## src/design/assert_macros.svh

```systemverilog
// assertion macros shared by the clock core
// no dependencies; clock and reset are passed in by the user
`ifndef ASSERT_MACROS_SVH
`define ASSERT_MACROS_SVH
`ifndef NO_ASSERTIONS
`define TCC_ASSERT_SAME(lbl, clk, rst_n, ante, cons) \
    lbl: assert property (@(posedge clk) disable iff (!rst_n) (ante) |-> (cons)) \
        else $error("tcc assertion failed");
`define TCC_ASSERT_NEXT(lbl, clk, rst_n, ante, cons) \
    lbl: assert property (@(posedge clk) disable iff (!rst_n) (ante) |=> (cons)) \
        else $error("tcc assertion failed");
`else
`define TCC_ASSERT_SAME(lbl, clk, rst_n, ante, cons)
`define TCC_ASSERT_NEXT(lbl, clk, rst_n, ante, cons)
`endif
`endif

```

## src/design/tcc_pkg.sv

```systemverilog
// shared constants, codes and control structs of the clock core
// no dependencies
package tcc_pkg;

    localparam logic [2:0] CMD_TICK   = 3'd0;
    localparam logic [2:0] CMD_MODE   = 3'd1;
    localparam logic [2:0] CMD_UP     = 3'd2;
    localparam logic [2:0] CMD_DOWN   = 3'd3;
    localparam logic [2:0] CMD_CHIME  = 3'd4;
    localparam logic [2:0] CMD_SERIAL = 3'd5;

    localparam logic [1:0] CFG_DRIFT_PERIOD = 2'd0;
    localparam logic [1:0] CFG_TICKS_PER_SEC = 2'd1;
    localparam logic [1:0] CFG_REPORT_DIV    = 2'd2;

    localparam logic [15:0] RST_DRIFT_PERIOD = 16'd2789;
    localparam logic [7:0]  RST_TICKS_PER_SEC = 8'd20;
    localparam logic [15:0] RST_REPORT_DIV    = 16'd10;

    localparam logic [4:0] RST_HOURS   = 5'd11;
    localparam logic [5:0] RST_MINUTES = 6'd59;
    localparam logic [5:0] RST_SECONDS = 6'd57;

    localparam logic [1:0] MODE_RUN     = 2'd0;
    localparam logic [1:0] MODE_SET_HRS = 2'd1;
    localparam logic [1:0] MODE_SET_MIN = 2'd2;

    localparam logic [7:0] RD_HOURS   = 8'd0;
    localparam logic [7:0] RD_MINUTES = 8'd1;
    localparam logic [7:0] RD_SECONDS = 8'd2;
    localparam logic [7:0] RD_PHASE   = 8'd3;
    localparam logic [7:0] RD_PHASE_B = 8'd4;
    localparam logic [7:0] RD_MODE    = 8'd5;
    localparam logic [7:0] RD_CHIME   = 8'd6;
    localparam logic [7:0] RD_DRIFT   = 8'd7;
    localparam logic [7:0] SET_HRS_BASE = 8'd8;
    localparam logic [7:0] SET_MIN_BASE = 8'd32;
    localparam logic [7:0] SET_SEC_BASE = 8'd92;
    localparam logic [7:0] SET_END      = 8'd152;

    localparam logic [7:0] REPLY_OK  = 8'h21;
    localparam logic [7:0] REPLY_BAD = 8'h3F;
    localparam logic [7:0] REPLY_SAT = 8'd255;

    localparam int DIV_W = 16;

    typedef struct packed {
        logic capture;
        logic exec;
        logic div_start;
        logic load_div;
    } t_ctrl_cmd;

    typedef struct packed {
        logic is_read_drift;
        logic div_done;
        logic out_free;
    } t_ctrl_stat;

endpackage

```

## src/design/tcc_div.sv

```systemverilog
// restoring divider, one quotient bit per cycle
// depends on tcc_pkg
module tcc_div (
    input  logic                       i_clk,
    input  logic                       i_rst_n,
    input  logic                       i_start,
    input  logic [tcc_pkg::DIV_W-1:0]  i_dividend,
    input  logic [tcc_pkg::DIV_W-1:0]  i_divisor,
    output logic                       o_done,
    output logic [tcc_pkg::DIV_W-1:0]  o_quotient
);

    logic [tcc_pkg::DIV_W-1:0] r_rem, n_rem;
    logic [tcc_pkg::DIV_W-1:0] r_quo, n_quo;
    logic [tcc_pkg::DIV_W-1:0] r_dsr;
    logic [3:0]                r_cnt;
    logic                      r_busy;
    logic                      r_done;
    logic [tcc_pkg::DIV_W:0]   w_shift;
    logic [tcc_pkg::DIV_W:0]   w_diff;
    logic                      w_ge;

    always_comb begin
        w_shift = {r_rem, r_quo[tcc_pkg::DIV_W-1]};
        w_ge    = w_shift >= {1'b0, r_dsr};
        w_diff  = w_shift - {1'b0, r_dsr};
        n_rem   = w_ge ? w_diff[tcc_pkg::DIV_W-1:0] : w_shift[tcc_pkg::DIV_W-1:0];
        n_quo   = {r_quo[tcc_pkg::DIV_W-2:0], w_ge};
    end

    always_ff @(posedge i_clk) begin
        if (!i_rst_n) begin
            r_busy <= 1'b0;
            r_done <= 1'b0;
            r_cnt  <= '0;
        end else begin
            r_done <= 1'b0;
            if (i_start) begin
                r_busy <= 1'b1;
                r_cnt  <= '1;
                r_rem  <= '0;
                r_quo  <= i_dividend;
                r_dsr  <= i_divisor;
            end else if (r_busy) begin
                r_rem <= n_rem;
                r_quo <= n_quo;
                r_cnt <= r_cnt - 4'd1;
                if (r_cnt == 4'd0) begin
                    r_busy <= 1'b0;
                    r_done <= 1'b1;
                end
            end
        end
    end

    assign o_done     = r_done;
    assign o_quotient = r_quo;

endmodule

```

## src/design/tcc_datapath.sv

```systemverilog
// clock state, configuration, request and result registers
// depends on tcc_pkg and tcc_div
module tcc_datapath (
    input  logic                   i_clk,
    input  logic                   i_rst_n,
    input  tcc_pkg::t_ctrl_cmd     i_ctrl,
    output tcc_pkg::t_ctrl_stat    o_stat,
    input  logic [2:0]             i_command,
    input  logic [7:0]             i_serial_byte,
    input  logic                   i_cfg_we,
    input  logic [1:0]             i_cfg_index,
    input  logic [15:0]            i_cfg_data,
    input  logic                   i_stall,
    output logic                   o_valid,
    output logic                   o_reply_valid,
    output logic [7:0]             o_reply_byte,
    output logic [4:0]             o_hours_now,
    output logic [5:0]             o_minutes_now,
    output logic [5:0]             o_seconds_now,
    output logic [1:0]             o_mode_now,
    output logic                   o_phase_now,
    output logic                   o_chime_on,
    output logic                   o_drift_pulse,
    output logic                   o_chime_toggle
);

    logic [15:0] r_drift_period;
    logic [7:0]  r_tps;
    logic [15:0] r_report_div;

    logic [2:0]  r_cmd;
    logic [7:0]  r_byte;

    logic [7:0]  r_tick, n_tick;
    logic [15:0] r_drift, n_drift;
    logic [4:0]  r_hours, n_hours;
    logic [5:0]  r_minutes, n_minutes;
    logic [5:0]  r_seconds, n_seconds;
    logic [1:0]  r_mode, n_mode;
    logic        r_phase, n_phase;
    logic        r_chime, n_chime;

    logic        n_rvalid;
    logic [7:0]  n_rbyte;
    logic        n_dpulse;
    logic        n_ctoggle;

    logic        r_out_valid;
    logic [7:0]  r_reply_byte;
    logic        r_reply_valid;
    logic [4:0]  r_hours_o;
    logic [5:0]  r_minutes_o;
    logic [5:0]  r_seconds_o;
    logic [1:0]  r_mode_o;
    logic        r_phase_o;
    logic        r_chime_o;
    logic        r_dpulse_o;
    logic        r_ctoggle_o;

    logic        w_div_done;
    logic [15:0] w_quo;
    logic [7:0]  w_readout;

    tcc_div u_div (
        .i_clk      (i_clk),
        .i_rst_n    (i_rst_n),
        .i_start    (i_ctrl.div_start),
        .i_dividend (r_drift),
        .i_divisor  (r_report_div),
        .o_done     (w_div_done),
        .o_quotient (w_quo)
    );

    // zero divisor gives an all-ones quotient, which saturates as well
    assign w_readout = (w_quo > 16'd255) ? tcc_pkg::REPLY_SAT : w_quo[7:0];

    always_comb begin
        logic [7:0]  t_inc;
        logic [15:0] d_inc;
        logic [5:0]  s_inc;
        logic [6:0]  m_inc;
        logic [5:0]  h_inc;
        t_inc     = r_tick + 8'd1;
        d_inc     = r_drift + 16'd1;
        s_inc     = r_seconds;
        m_inc     = {1'b0, r_minutes};
        h_inc     = {1'b0, r_hours};
        n_tick    = r_tick;
        n_drift   = r_drift;
        n_hours   = r_hours;
        n_minutes = r_minutes;
        n_seconds = r_seconds;
        n_mode    = r_mode;
        n_phase   = r_phase;
        n_chime   = r_chime;
        n_rvalid  = 1'b0;
        n_rbyte   = '0;
        n_dpulse  = 1'b0;
        n_ctoggle = 1'b0;
        case (r_cmd)
            tcc_pkg::CMD_TICK: begin
                if (t_inc >= r_tps) begin
                    n_tick = '0;
                    s_inc  = r_seconds + 6'd1;
                    if (d_inc >= r_drift_period) begin
                        n_drift  = '0;
                        s_inc    = s_inc + 6'd1;
                        n_dpulse = 1'b1;
                    end else begin
                        n_drift = d_inc;
                    end
                    n_phase = ~r_phase;
                    if (s_inc >= 6'd60) begin
                        s_inc = s_inc - 6'd60;
                        m_inc = m_inc + 7'd1;
                    end
                    if (m_inc >= 7'd60) begin
                        m_inc = '0;
                        h_inc = h_inc + 6'd1;
                    end
                    if (h_inc >= 6'd24) begin
                        h_inc = '0;
                    end
                    n_seconds = s_inc;
                    n_minutes = m_inc[5:0];
                    n_hours   = h_inc[4:0];
                    n_ctoggle = r_chime && (r_mode == tcc_pkg::MODE_RUN) &&
                                (n_minutes == 6'd0) &&
                                (n_seconds == 6'd0 || n_seconds == 6'd1);
                end else begin
                    n_tick = t_inc;
                end
            end
            tcc_pkg::CMD_MODE: begin
                if (r_mode >= tcc_pkg::MODE_SET_MIN) begin
                    n_mode    = tcc_pkg::MODE_RUN;
                    n_seconds = '0;
                    n_tick    = '0;
                    n_drift   = '0;
                end else begin
                    n_mode = r_mode + 2'd1;
                end
            end
            tcc_pkg::CMD_UP: begin
                if (r_mode == tcc_pkg::MODE_SET_HRS) begin
                    n_hours = (r_hours >= 5'd23) ? 5'd0 : r_hours + 5'd1;
                end else if (r_mode == tcc_pkg::MODE_SET_MIN) begin
                    n_minutes = (r_minutes >= 6'd59) ? 6'd0 : r_minutes + 6'd1;
                end
            end
            tcc_pkg::CMD_DOWN: begin
                if (r_mode == tcc_pkg::MODE_SET_HRS) begin
                    n_hours = (r_hours == 5'd0 || r_hours > 5'd23) ? 5'd23 : r_hours - 5'd1;
                end else if (r_mode == tcc_pkg::MODE_SET_MIN) begin
                    n_minutes = (r_minutes == 6'd0 || r_minutes > 6'd59) ?
                                6'd59 : r_minutes - 6'd1;
                end
            end
            tcc_pkg::CMD_CHIME: begin
                if (r_mode != tcc_pkg::MODE_RUN) begin
                    n_mode = tcc_pkg::MODE_RUN;
                end else if (r_minutes != 6'd0 ||
                             (r_seconds != 6'd0 && r_seconds != 6'd1)) begin
                    n_chime = ~r_chime;
                end
            end
            tcc_pkg::CMD_SERIAL: begin
                n_rvalid = 1'b1;
                case (r_byte)
                    tcc_pkg::RD_HOURS:   n_rbyte = {3'd0, r_hours};
                    tcc_pkg::RD_MINUTES: n_rbyte = {2'd0, r_minutes};
                    tcc_pkg::RD_SECONDS: n_rbyte = {2'd0, r_seconds};
                    tcc_pkg::RD_PHASE:   n_rbyte = {7'd0, r_phase};
                    tcc_pkg::RD_PHASE_B: n_rbyte = {7'd0, r_phase};
                    tcc_pkg::RD_MODE:    n_rbyte = {6'd0, r_mode};
                    tcc_pkg::RD_CHIME:   n_rbyte = {7'd0, r_chime};
                    tcc_pkg::RD_DRIFT:   n_rbyte = w_readout;
                    default: begin
                        if (r_byte < tcc_pkg::SET_END) begin
                            if (r_byte < tcc_pkg::SET_MIN_BASE) begin
                                n_hours = 5'(r_byte - tcc_pkg::SET_HRS_BASE);
                            end else if (r_byte < tcc_pkg::SET_SEC_BASE) begin
                                n_minutes = 6'(r_byte - tcc_pkg::SET_MIN_BASE);
                            end else begin
                                n_seconds = 6'(r_byte - tcc_pkg::SET_SEC_BASE);
                                n_drift   = '0;
                                n_tick    = '0;
                            end
                            n_rbyte = tcc_pkg::REPLY_OK;
                        end else begin
                            n_rbyte = tcc_pkg::REPLY_BAD;
                        end
                    end
                endcase
            end
            default: begin
            end
        endcase
    end

    always_ff @(posedge i_clk) begin
        if (i_ctrl.capture) begin
            r_cmd  <= i_command;
            r_byte <= i_serial_byte;
        end
    end

    always_ff @(posedge i_clk) begin
        if (!i_rst_n) begin
            r_drift_period <= tcc_pkg::RST_DRIFT_PERIOD;
            r_tps          <= tcc_pkg::RST_TICKS_PER_SEC;
            r_report_div   <= tcc_pkg::RST_REPORT_DIV;
        end else if (i_cfg_we) begin
            case (i_cfg_index)
                tcc_pkg::CFG_DRIFT_PERIOD:  r_drift_period <= i_cfg_data;
                tcc_pkg::CFG_TICKS_PER_SEC: r_tps          <= i_cfg_data[7:0];
                tcc_pkg::CFG_REPORT_DIV:    r_report_div   <= i_cfg_data;
                default: begin
                end
            endcase
        end
    end

    always_ff @(posedge i_clk) begin
        if (!i_rst_n) begin
            r_tick    <= '0;
            r_drift   <= '0;
            r_hours   <= tcc_pkg::RST_HOURS;
            r_minutes <= tcc_pkg::RST_MINUTES;
            r_seconds <= tcc_pkg::RST_SECONDS;
            r_mode    <= tcc_pkg::MODE_RUN;
            r_phase   <= 1'b0;
            r_chime   <= 1'b0;
        end else if (i_ctrl.exec) begin
            r_tick    <= n_tick;
            r_drift   <= n_drift;
            r_hours   <= n_hours;
            r_minutes <= n_minutes;
            r_seconds <= n_seconds;
            r_mode    <= n_mode;
            r_phase   <= n_phase;
            r_chime   <= n_chime;
        end
    end

    // result register, loaded with the new state or the drift readout
    always_ff @(posedge i_clk) begin
        if (!i_rst_n) begin
            r_out_valid <= 1'b0;
        end else if (i_ctrl.exec || i_ctrl.load_div) begin
            r_out_valid <= 1'b1;
        end else if (!i_stall) begin
            r_out_valid <= 1'b0;
        end
    end

    always_ff @(posedge i_clk) begin
        if (i_ctrl.exec || i_ctrl.load_div) begin
            r_reply_valid <= n_rvalid;
            r_reply_byte  <= n_rbyte;
            r_hours_o     <= n_hours;
            r_minutes_o   <= n_minutes;
            r_seconds_o   <= n_seconds;
            r_mode_o      <= n_mode;
            r_phase_o     <= n_phase;
            r_chime_o     <= n_chime;
            r_dpulse_o    <= n_dpulse;
            r_ctoggle_o   <= n_ctoggle;
        end
    end

    assign o_stat.is_read_drift = (r_cmd == tcc_pkg::CMD_SERIAL) &&
                                  (r_byte == tcc_pkg::RD_DRIFT);
    assign o_stat.div_done      = w_div_done;
    assign o_stat.out_free      = !r_out_valid || !i_stall;

    assign o_valid        = r_out_valid;
    assign o_reply_valid  = r_reply_valid;
    assign o_reply_byte   = r_reply_byte;
    assign o_hours_now    = r_hours_o;
    assign o_minutes_now  = r_minutes_o;
    assign o_seconds_now  = r_seconds_o;
    assign o_mode_now     = r_mode_o;
    assign o_phase_now    = r_phase_o;
    assign o_chime_on     = r_chime_o;
    assign o_drift_pulse  = r_dpulse_o;
    assign o_chime_toggle = r_ctoggle_o;

endmodule

```

## src/design/tcc_ctrl.sv

```systemverilog
// request sequencer: capture, execute, drift readout divide, result load
// depends on tcc_pkg
module tcc_ctrl (
    input  logic                 i_clk,
    input  logic                 i_rst_n,
    input  logic                 i_valid,
    output logic                 o_stall,
    input  tcc_pkg::t_ctrl_stat  i_stat,
    output tcc_pkg::t_ctrl_cmd   o_ctrl
);

    localparam logic [1:0] S_IDLE  = 2'd0;
    localparam logic [1:0] S_EXEC  = 2'd1;
    localparam logic [1:0] S_DIV   = 2'd2;
    localparam logic [1:0] S_WRITE = 2'd3;

    logic [1:0] r_state, n_state;

    always_comb begin
        n_state          = r_state;
        o_ctrl.capture   = 1'b0;
        o_ctrl.exec      = 1'b0;
        o_ctrl.div_start = 1'b0;
        o_ctrl.load_div  = 1'b0;
        case (r_state)
            S_IDLE: begin
                if (i_valid) begin
                    o_ctrl.capture = 1'b1;
                    n_state        = S_EXEC;
                end
            end
            S_EXEC: begin
                if (i_stat.is_read_drift) begin
                    o_ctrl.div_start = 1'b1;
                    n_state          = S_DIV;
                end else if (i_stat.out_free) begin
                    o_ctrl.exec = 1'b1;
                    n_state     = S_IDLE;
                end
            end
            S_DIV: begin
                if (i_stat.div_done) begin
                    n_state = S_WRITE;
                end
            end
            S_WRITE: begin
                if (i_stat.out_free) begin
                    o_ctrl.load_div = 1'b1;
                    n_state         = S_IDLE;
                end
            end
            default: n_state = S_IDLE;
        endcase
    end

    always_ff @(posedge i_clk) begin
        if (!i_rst_n) begin
            r_state <= S_IDLE;
        end else begin
            r_state <= n_state;
        end
    end

    assign o_stall = (r_state != S_IDLE);

endmodule

```

## src/design/trimmed_clock_with_chime_core.sv

```systemverilog
// hours:minutes:seconds clock with drift trim, hourly chime and serial access
// top level; depends on tcc_pkg, tcc_ctrl, tcc_datapath, assert_macros.svh
//
// Input channel i_valid/o_stall carries one request: a tick, a key press or a
// serial byte. Output channel o_valid/i_stall returns one result per request:
// the time, mode and flags after the request, plus a reply byte for serial
// requests. Configuration (drift period, ticks per second, report divisor)
// is written through i_cfg_we/i_cfg_index/i_cfg_data; the user is to write
// it only while the block is idle, which the block itself does not enforce.
// A request is captured in S_IDLE and executed in S_EXEC once the result
// register is free, which loads the result; the sequencer then returns to
// S_IDLE for the next request. Serial read of the drift readout runs a
// 16-step bit-serial divider in S_DIV and loads the result from S_WRITE.
// The result register lets the next request be accepted while a result
// waits; a stalled result holds and the next one waits behind it.
// Synchronous active-low reset sets the time to 11:59:57, run mode, chime
// off, and restores the configuration defaults.
`include "assert_macros.svh"
module trimmed_clock_with_chime_core (
    input  logic        i_clk,
    input  logic        i_rst_n,
    input  logic        i_valid,
    output logic        o_stall,
    input  logic [2:0]  i_command,
    input  logic [7:0]  i_serial_byte,
    input  logic        i_cfg_we,
    input  logic [1:0]  i_cfg_index,
    input  logic [15:0] i_cfg_data,
    output logic        o_valid,
    input  logic        i_stall,
    output logic        o_reply_valid,
    output logic [7:0]  o_reply_byte,
    output logic [4:0]  o_hours_now,
    output logic [5:0]  o_minutes_now,
    output logic [5:0]  o_seconds_now,
    output logic [1:0]  o_mode_now,
    output logic        o_phase_now,
    output logic        o_chime_on,
    output logic        o_drift_pulse,
    output logic        o_chime_toggle
);

    tcc_pkg::t_ctrl_cmd  w_ctrl;
    tcc_pkg::t_ctrl_stat w_stat;
    logic                w_load;

    tcc_ctrl u_ctrl (
        .i_clk   (i_clk),
        .i_rst_n (i_rst_n),
        .i_valid (i_valid),
        .o_stall (o_stall),
        .i_stat  (w_stat),
        .o_ctrl  (w_ctrl)
    );

    tcc_datapath u_dp (
        .i_clk          (i_clk),
        .i_rst_n        (i_rst_n),
        .i_ctrl         (w_ctrl),
        .o_stat         (w_stat),
        .i_command      (i_command),
        .i_serial_byte  (i_serial_byte),
        .i_cfg_we       (i_cfg_we),
        .i_cfg_index    (i_cfg_index),
        .i_cfg_data     (i_cfg_data),
        .i_stall        (i_stall),
        .o_valid        (o_valid),
        .o_reply_valid  (o_reply_valid),
        .o_reply_byte   (o_reply_byte),
        .o_hours_now    (o_hours_now),
        .o_minutes_now  (o_minutes_now),
        .o_seconds_now  (o_seconds_now),
        .o_mode_now     (o_mode_now),
        .o_phase_now    (o_phase_now),
        .o_chime_on     (o_chime_on),
        .o_drift_pulse  (o_drift_pulse),
        .o_chime_toggle (o_chime_toggle)
    );

    assign w_load = w_ctrl.exec || w_ctrl.load_div;

    `TCC_ASSERT_NEXT(a_busy_after_accept, i_clk, i_rst_n, i_valid && !o_stall, o_stall)
    `TCC_ASSERT_SAME(a_load_into_free, i_clk, i_rst_n, w_load, w_stat.out_free)
    `TCC_ASSERT_SAME(a_valid_from_load, i_clk, i_rst_n, $rose(o_valid), $past(w_load))

endmodule
```

## config.mk

```make
export PLATFORM = sky130hd
export DESIGN_NAME = trimmed_clock_with_chime_core
export DESIGN_NICKNAME = d
export VERILOG_FILES = /design/src/design/tcc_pkg.sv /design/src/design/tcc_div.sv /design/src/design/tcc_datapath.sv /design/src/design/tcc_ctrl.sv /design/src/design/trimmed_clock_with_chime_core.sv
export VERILOG_INCLUDE_DIRS = /design/src /design/src/design
export SDC_FILE = /design/constraint.sdc
export NUM_CORES = 1
export LEC_CHECK = 0
export BUFFER_PORTS_ARGS = -buffer_cell sky130_fd_sc_hd__buf_2
export CORE_ASPECT_RATIO = 2
export CORE_UTILIZATION = 55
export CTS_BUF_LIST = sky130_fd_sc_hd__clkbuf_16
export CTS_CLUSTER_DIAMETER = 50
export DETAILED_ROUTE_END_ITERATION = 10
export GPL_TIMING_DRIVEN = 1
export HOLD_SLACK_MARGIN = 0.05
export PLACE_DENSITY = 0.77
export SETUP_SLACK_MARGIN = 0.15
export SYNTH_ARGS = -nofsm -noshare
export SYNTH_HDL_FRONTEND = slang
export SYNTH_SLANG_ARGS = --single-unit
```

## constraint.sdc

```tcl
create_clock -name i_clk -period 6.3 [get_ports i_clk]
set_input_delay 0.63 -clock i_clk [delete_from_list [all_inputs] [get_ports i_clk]]
set_output_delay 0.63 -clock i_clk [all_outputs]
set_load 0.02 [all_outputs]
```

After elaboration in Yosys (flattened, before gate mapping). Cells that the tools add are included.

Logic and storage cells: 234. Register bits: 185. Input port bits: 34. Output and inout bits: 34.

$add $sub $neg: 17. Reduce and logical (&&, ||, !) cells: 41. Order comparisons: 15. Mux-type cells: 96. Bitwise gates (word level): 4. Equal/unequal tests: 30.

Operator list (number): $mux 16 (11); $mux 6 (29); $mux 8 (7); $pmux 8 s7 (1); $mux 5 (10); $pmux 16 s3 (1); $eq 8x3->1 const B (4); $pmux 6 s4 (1); $pmux 8 s3 (1); $mux 7 (3); $pmux 5 s4 (1); $mux 1 (19); $add 6x1->6 const B (3); $logic_not 6->1 (3); $pmux 6 s3 (1); $ge 17x16->1 (1); $add 16x1->16 const B (1); $eq 8x2->1 const B (2); $ge 16x16->1 (1); $gt 16x8->1 const B (1); $sub 16x16->16 (1); $mux 2 (7); $reduce_and 2->1 (7); $ge 6x6->1 const B (2); 51 further kinds (85).

Depth between registers and ports, before layout.
Depth after elaboration: 17. Mapped depth: 26. Gate-level depth less buffers: 23.

Hierarchy. A second synthesis with hierarchy kept.

Cell total of the unflattened synthesis: 1301. Area total of the unflattened synthesis: 11477.3 sq um.

Modules (own cells, without submodules): tcc_datapath (area each 8280.4 sq um, times used 1, cells an instance 1020, seq. area each 3012.9 sq um); tcc_div (area each 3067.9 sq um, times used 1, cells an instance 264, seq. area each 1561.5 sq um); tcc_ctrl (area each 128.9 sq um, times used 1, cells an instance 17, seq. area each 40.0 sq um).

Worst setup path before layout. No wires, ideal clock.

Kind: reg-to-reg. From: register u_dp.r_drift[0]. To: register u_dp.r_minutes[2]. Arrival: 5.215 ns. Data required time: 6.181 ns. Setup time: 0.119 ns. Path buffers: 1. Stages on the path, launching flop included: 25. Period minus slack after synthesis: 5.334 ns. Setup slack: 0.966 ns. Cells stage by stage: dfxtp_1 > ha_1 > and3_1 > and3_1 > nand3_1 > nor2_1 > and3_1 > and3_1 > xor2_1 > ha_1 > and4_4 > nand2_1 > o311a_1 > and2_1 > buf_6 > o31ai_1 > xor2_1 > ha_1 > nor2b_1 > o21a_4 > o21bai_4 > mux2i_4 > o31ai_1 > a211o_1 > o221a_1.

Cells in the longest elaborated chain, start to end: 15.

RTL lines: from (decl) (RTL line tcc_datapath.sv:35) `logic [15:0] r_drift, n_drift;`; from (signal assigned) (RTL line tcc_datapath.sv:236) `r_drift <= n_drift;`; $add 16x1->16 * (RTL line tcc_datapath.sv:84) `d_inc = r_drift + 16'd1;`; $ge 16x16->1 * (RTL line tcc_datapath.sv:105) `if (d_inc >= r_drift_period) begin`; $mux 6 * (RTL line tcc_datapath.sv:105); $mux 6 * (RTL line tcc_datapath.sv:102) `if (t_inc >= r_tps) begin`; $mux 6 * (RTL line tcc_datapath.sv:100) `case (r_cmd)`; $ge 6x6->1 * (RTL line tcc_datapath.sv:113) `if (s_inc >= 6'd60) begin`; $mux 7 * (RTL line tcc_datapath.sv:113); $mux 7 * (RTL line tcc_datapath.sv:102); $mux 7 * (RTL line tcc_datapath.sv:100); $ge 7x6->1 (RTL line tcc_datapath.sv:117) `if (m_inc >= 7'd60) begin`; $mux 6 * (RTL line tcc_datapath.sv:117); $mux 6 * (RTL line tcc_datapath.sv:102); $mux 6 * (RTL line tcc_datapath.sv:100); $mux 6 * (RTL line tcc_datapath.sv:102); $pmux 6 s4 * (RTL line tcc_datapath.sv:100); to (signal assigned) (RTL line tcc_datapath.sv:229) `r_minutes <= tcc_pkg::RST_MINUTES;`; to (signal assigned) (RTL line tcc_datapath.sv:238) `r_minutes <= n_minutes;`; to (decl) (RTL line tcc_datapath.sv:37) `logic [5:0] r_minutes, n_minutes;`.

Every way passes the cells marked *; elsewhere a longest branch is shown, timed or not. The select of a mux whose other input is x is not followed. A chain may end at the register's enable or synchronous reset.

Worst setup path in the final report.
From: register u_dp.r_drift[2]. To: register u_dp.r_hours[2].

Cells in the longest elaborated chain, start to end: 17.

RTL lines: $add 16x1->16 * (RTL line tcc_datapath.sv:84); $ge 16x16->1 * (RTL line tcc_datapath.sv:105); $mux 6 * (RTL line tcc_datapath.sv:105); $mux 6 * (RTL line tcc_datapath.sv:102); $mux 6 * (RTL line tcc_datapath.sv:100); $ge 6x6->1 * (RTL line tcc_datapath.sv:113); $mux 7 * (RTL line tcc_datapath.sv:113); $mux 7 * (RTL line tcc_datapath.sv:102); $mux 7 * (RTL line tcc_datapath.sv:100); $ge 7x6->1 * (RTL line tcc_datapath.sv:117); $mux 6 * (RTL line tcc_datapath.sv:117); $mux 6 * (RTL line tcc_datapath.sv:102); $mux 6 * (RTL line tcc_datapath.sv:100); $ge 6x5->1 (RTL line tcc_datapath.sv:121) `if (h_inc >= 6'd24) begin`; $mux 5 * (RTL line tcc_datapath.sv:121); $mux 5 * (RTL line tcc_datapath.sv:102); $pmux 5 s4 * (RTL line tcc_datapath.sv:100); to (signal assigned) (RTL line tcc_datapath.sv:228) `r_hours <= tcc_pkg::RST_HOURS;`; to (signal assigned) (RTL line tcc_datapath.sv:237) `r_hours <= n_hours;`; to (decl) (RTL line tcc_datapath.sv:36) `logic [4:0] r_hours, n_hours;`.

Marks and branches as above.

==> metrics.md <==
| Metric | Value |
|---|---|
| Post-CTS Hold Fix Bufs | 0 |
| Post-synth EDFFs | 91 |
| RSZ-0062 raised after global routing | no |
| Top Metal Used | met4 |
| Critical Path RT | 6.64 ns |
| Worst Path Max Fanout | 10 |
| DR vias/cell | 6.252 |
| Worst Hold Class | in -> reg |
| Htree depth | 4 |
| Vias in the first global route | 9,514 |
| Total gr overflow | 0 |
| Peak Freq | 0.1676 GHz |
| Setup crit start kind | flop |
| Pleak | 4.941 nW |
| Syn Area/Cell | 8.794 um2 |
| Failing checks | max-capacitance violations |
| Post-route insts no fill | 1,563 |
| Most numerous cell in the Yosys netlist | nand2_1 |
| First-pass GRT wire length | 51,230 um |
| Via count | 9,772 |
| Synth area leaders | edfxtp_1 25%, dfxtp_1 17%, ha_1 6.5% |
| CP most frequent cell | and3_1 |
| Row cnt | 72 |
| Global Route Usage Sum | 33.93% |
| Fin Clk Skew | 0.01205 ns |
| Yosys top cell by area | edfxtp_1 |
| Met3 Wirelength | 2093 um |
| GPL Wtd Cong | 1.029 |
| Synth unique cells | 78 |
| Reg-to-reg startpoint | u_dp.r_drift[2] |
| Post-DP Area | 11,510 um2 |
| Seq/Total Area, Yosys | 41.94% |
| Core Util, Final | 62.60% |
| Pwr Density | 230.0 nW/um2 |
| Antenna violations before repair | 2 |
| Final Instance Area | 12,180 um2 |
| Die area | 20,610 um2 |
| PortBufs | 67 |
| R2r endpoint | u_dp.r_hours[2] |
| Largest net degree at the start of global routing | 48 |
| Outcome | finished, violations left |
| Clock Tree Root | clkbuf_16 |
| Kind of critical path | reg -> reg |
| # DRC | 0 |
| Critical path origin | u_dp.r_drift[2] |
| Share of the synthesized area in the top cell type | 24.84% |
| DP HPWL | 24,770 um |
| Syn Std Cell Area | 11,000 um2 |
| Dominant synthesized flop cell | dfxtp_1 |
| CP endpoint kind | flop |
| Core area | 19,460 um2 |
| Hold path start | i_serial_byte[4] |
| Worst slew margin | 0.5061% |
| Seq cells post-synth | 185 |
| Async S/R FF share, synth | 0% |
| Max-cap violations | 1 |
| P&R area growth vs syn | 10.72% |
| Routed WL | 34,170 um |
| Clock tree buffer depth | 2 |
| Share of cells above drive strength 1 | 12.05% |
| TritonCTS clock tree | built |
| Hold Path Sink | u_dp.r_byte[4] |
| Final Critical Period | 5.966 ns |
| Num CTS Buffers | 17 |
| Reg2Reg Setup Slack | 0.33 ns |
| Worst hold stages | 1 |
| Final Hold Vio Count | 0 |
| Final setup viols | 0 |
| Die Y | 202.0 um |
| Die W | 102.0 um |
| Tcrit/Tclk final | 94.70% |
| Peak supply drop | 0.2457 mV |
| DR iter-0 viols | 588 |
| Final setup TNS | 0 ns |
| Met2 WL post-DR | 18,040 um |
| I/O Pins | 68 |
| CP max stage delay | 0.59 ns |
| Post-layout nets | 1,382 |
| Initial Util | 56.54% |
| Clk_lat worst skew | 0.46 ns |
| Routed len/inst | 21.86 um |
| Post-Syn Instances | 1,251 |
| Drt first pass iters | 7 |
| FF-to-FF path depth | 23 |
| CTS Sinks | 185 |
| Synth cell count leaders | 156 x nand2_1, 125 x nor2_1, 106 x a21oi_1 |
| Cells along the critical path | and3_1, nand3_1, nor2_1, and3_1, and3_1, and3_1, and3_1, xor2_1, ha_1, and4_4, nand2_1, o311a_1, and2_2, o31ai_1, xor2_1, ha_1, nor2b_1, o21a_4, o21bai_4, mux2i_2, a21oi_1, nor4_1, nor4_2 |
| Critical Path Slowest Stage Cell | mux2i_2 |
| Inst Count DP | 1,525 |
| Synthesized net count | 1,343 |
| WL met1 | 10,840 um |
| YS warnings | 0 |
| Worst-path clk slew | 0.07 ns |
| Post-DRT Antenna Nets | 0 |
| CP Data Arrival Time | 6.31 ns |
| Worst-Margin Slew | 1.474 ns |
| Final Max Tran Viols | 0 |
-- critical path, delay by kind of cell (launching register included) --
family,cells,cell delay [ns]
simple gates,13,2.77
xor+xnor,2,0.39
fa+ha+maj,2,0.43
mux,1,0.59
flops,1,0.44
compound gates,5,1.23
-- layer usage --
metal	global-route usage, %	vias up
met5	0.2564	-
met4	29.39	0
li1	-	4566
met1	30.77	4610
met3	8.679	177
met2	60.09	419
-- placed cells by master (no fill, tap or decap), drive strengths merged, types with 9 or more instances in the layout --
cell / Yosys / routed
a21o: 11 / 11
nor2b: 14 / 14
o211ai: 13 / 13
inv: 62 / 68
or3: 11 / 11
buf: 11 / 86
nor3: 28 / 28
nor2: 125 / 125
mux2: 17 / 17
clkbuf: 56 / 17
a211oi: 11 / 11
nand2b: 15 / 15
o21ai: 79 / 79
dfxtp: 94 / 94
edfxtp: 91 / 91
o21a: 15 / 15
a21oi: 106 / 106
xnor2: 35 / 35
nand3: 30 / 30
nand3b: 10 / 10
xor2: 25 / 25
clkinv: 2 / 11
o31ai: 9 / 9
mux2i: 31 / 32
nand2: 156 / 156
a31oi: 14 / 14
nor4: 11 / 11
ha: 57 / 57
and3: 19 / 19
-- stage by stage --
| stage | hold slack (ns) | power [mW] | setup WS (ns) |
|---|---|---|---|
| 2_1_floorplan | 0.4081 | 1.594 | 0.9663 |
| 3_3_place_gp | 0.4137 | 1.715 | 0.4191 |
| 3_5_place_dp | 0.4185 | 1.720 | 0.2265 |
| 4_1_cts | 0.3376 | 2.781 | 0.2044 |
| 5_1_grt | 0.3289 | 2.883 | 0.1153 |
| 6_report | 0.3433 | 2.802 | 0.3336 |
-- area by class of cell --
class                           count  area, um2
Fill cell                        1691       7277
Multi-Input combinational cell    936       5912
Sequential cell                   185       4614
Timing Repair Buffer               86      490.5
Clock buffer                       17      425.4
Tap cell                          259      324.1
Inverter                           64      240.2
Clock inverter                     15      172.7
Antenna cell                        1      2.502
-- state kept, by name, indices dropped and copies added (netlist names), 8 cells and up --
register / cells
u_dp.u_div.r_rem: 16
u_dp.o_reply_byte: 8
u_dp.r_tps: 8
u_dp.r_drift_period: 16
u_dp.u_div.r_dsr: 16
u_dp.r_drift: 16
u_dp.r_report_div: 16
u_dp.u_div.o_quotient: 16
u_dp.r_byte: 8
u_dp.r_tick: 8
-- logic make-up (layout without fill, tap and decap cells) --
logic type	after synthesis	after routing	synth area share (%)
adder cells (fa/ha/maj)	58	58	6.664
multiplexers	48	49	4.674
AO/OA/AOI/OAI	314	314	17.87
flip-flops	185	185	41.94
other	0	1	0
buffers and inverters	131	182	4.686
XOR/XNOR	60	60	4.776
AND/OR/NAND/NOR	455	455	19.39
-- where the power goes --
part,switching (mW),internal [mW]
Sequential,0.0509,1.30
Combinational,0.248,0.128
Clock,0.543,0.533
-- what timing repair did --
| item | in CTS | in global routing |
|---|---|---|
| endpoints found under the setup margin | 0 | 24 |
| resized for setup | 0 | 3 |
| buffers inserted | 0 | 4 |
-- worst max path at each step --
stage,cells after the start,to,slack (ns)
after floorplan,24,u_dp.r_minutes[2],0.97
after global placement,23,u_dp.r_minutes[2],0.42
after detailed placement,23,u_dp.r_minutes[2],0.23
after CTS,23,u_dp.r_minutes[2],0.20
after global routing,23,u_dp.r_hours[2],0.12
final,23,u_dp.r_hours[2],0.33
(Power assumes the default switching activity.)
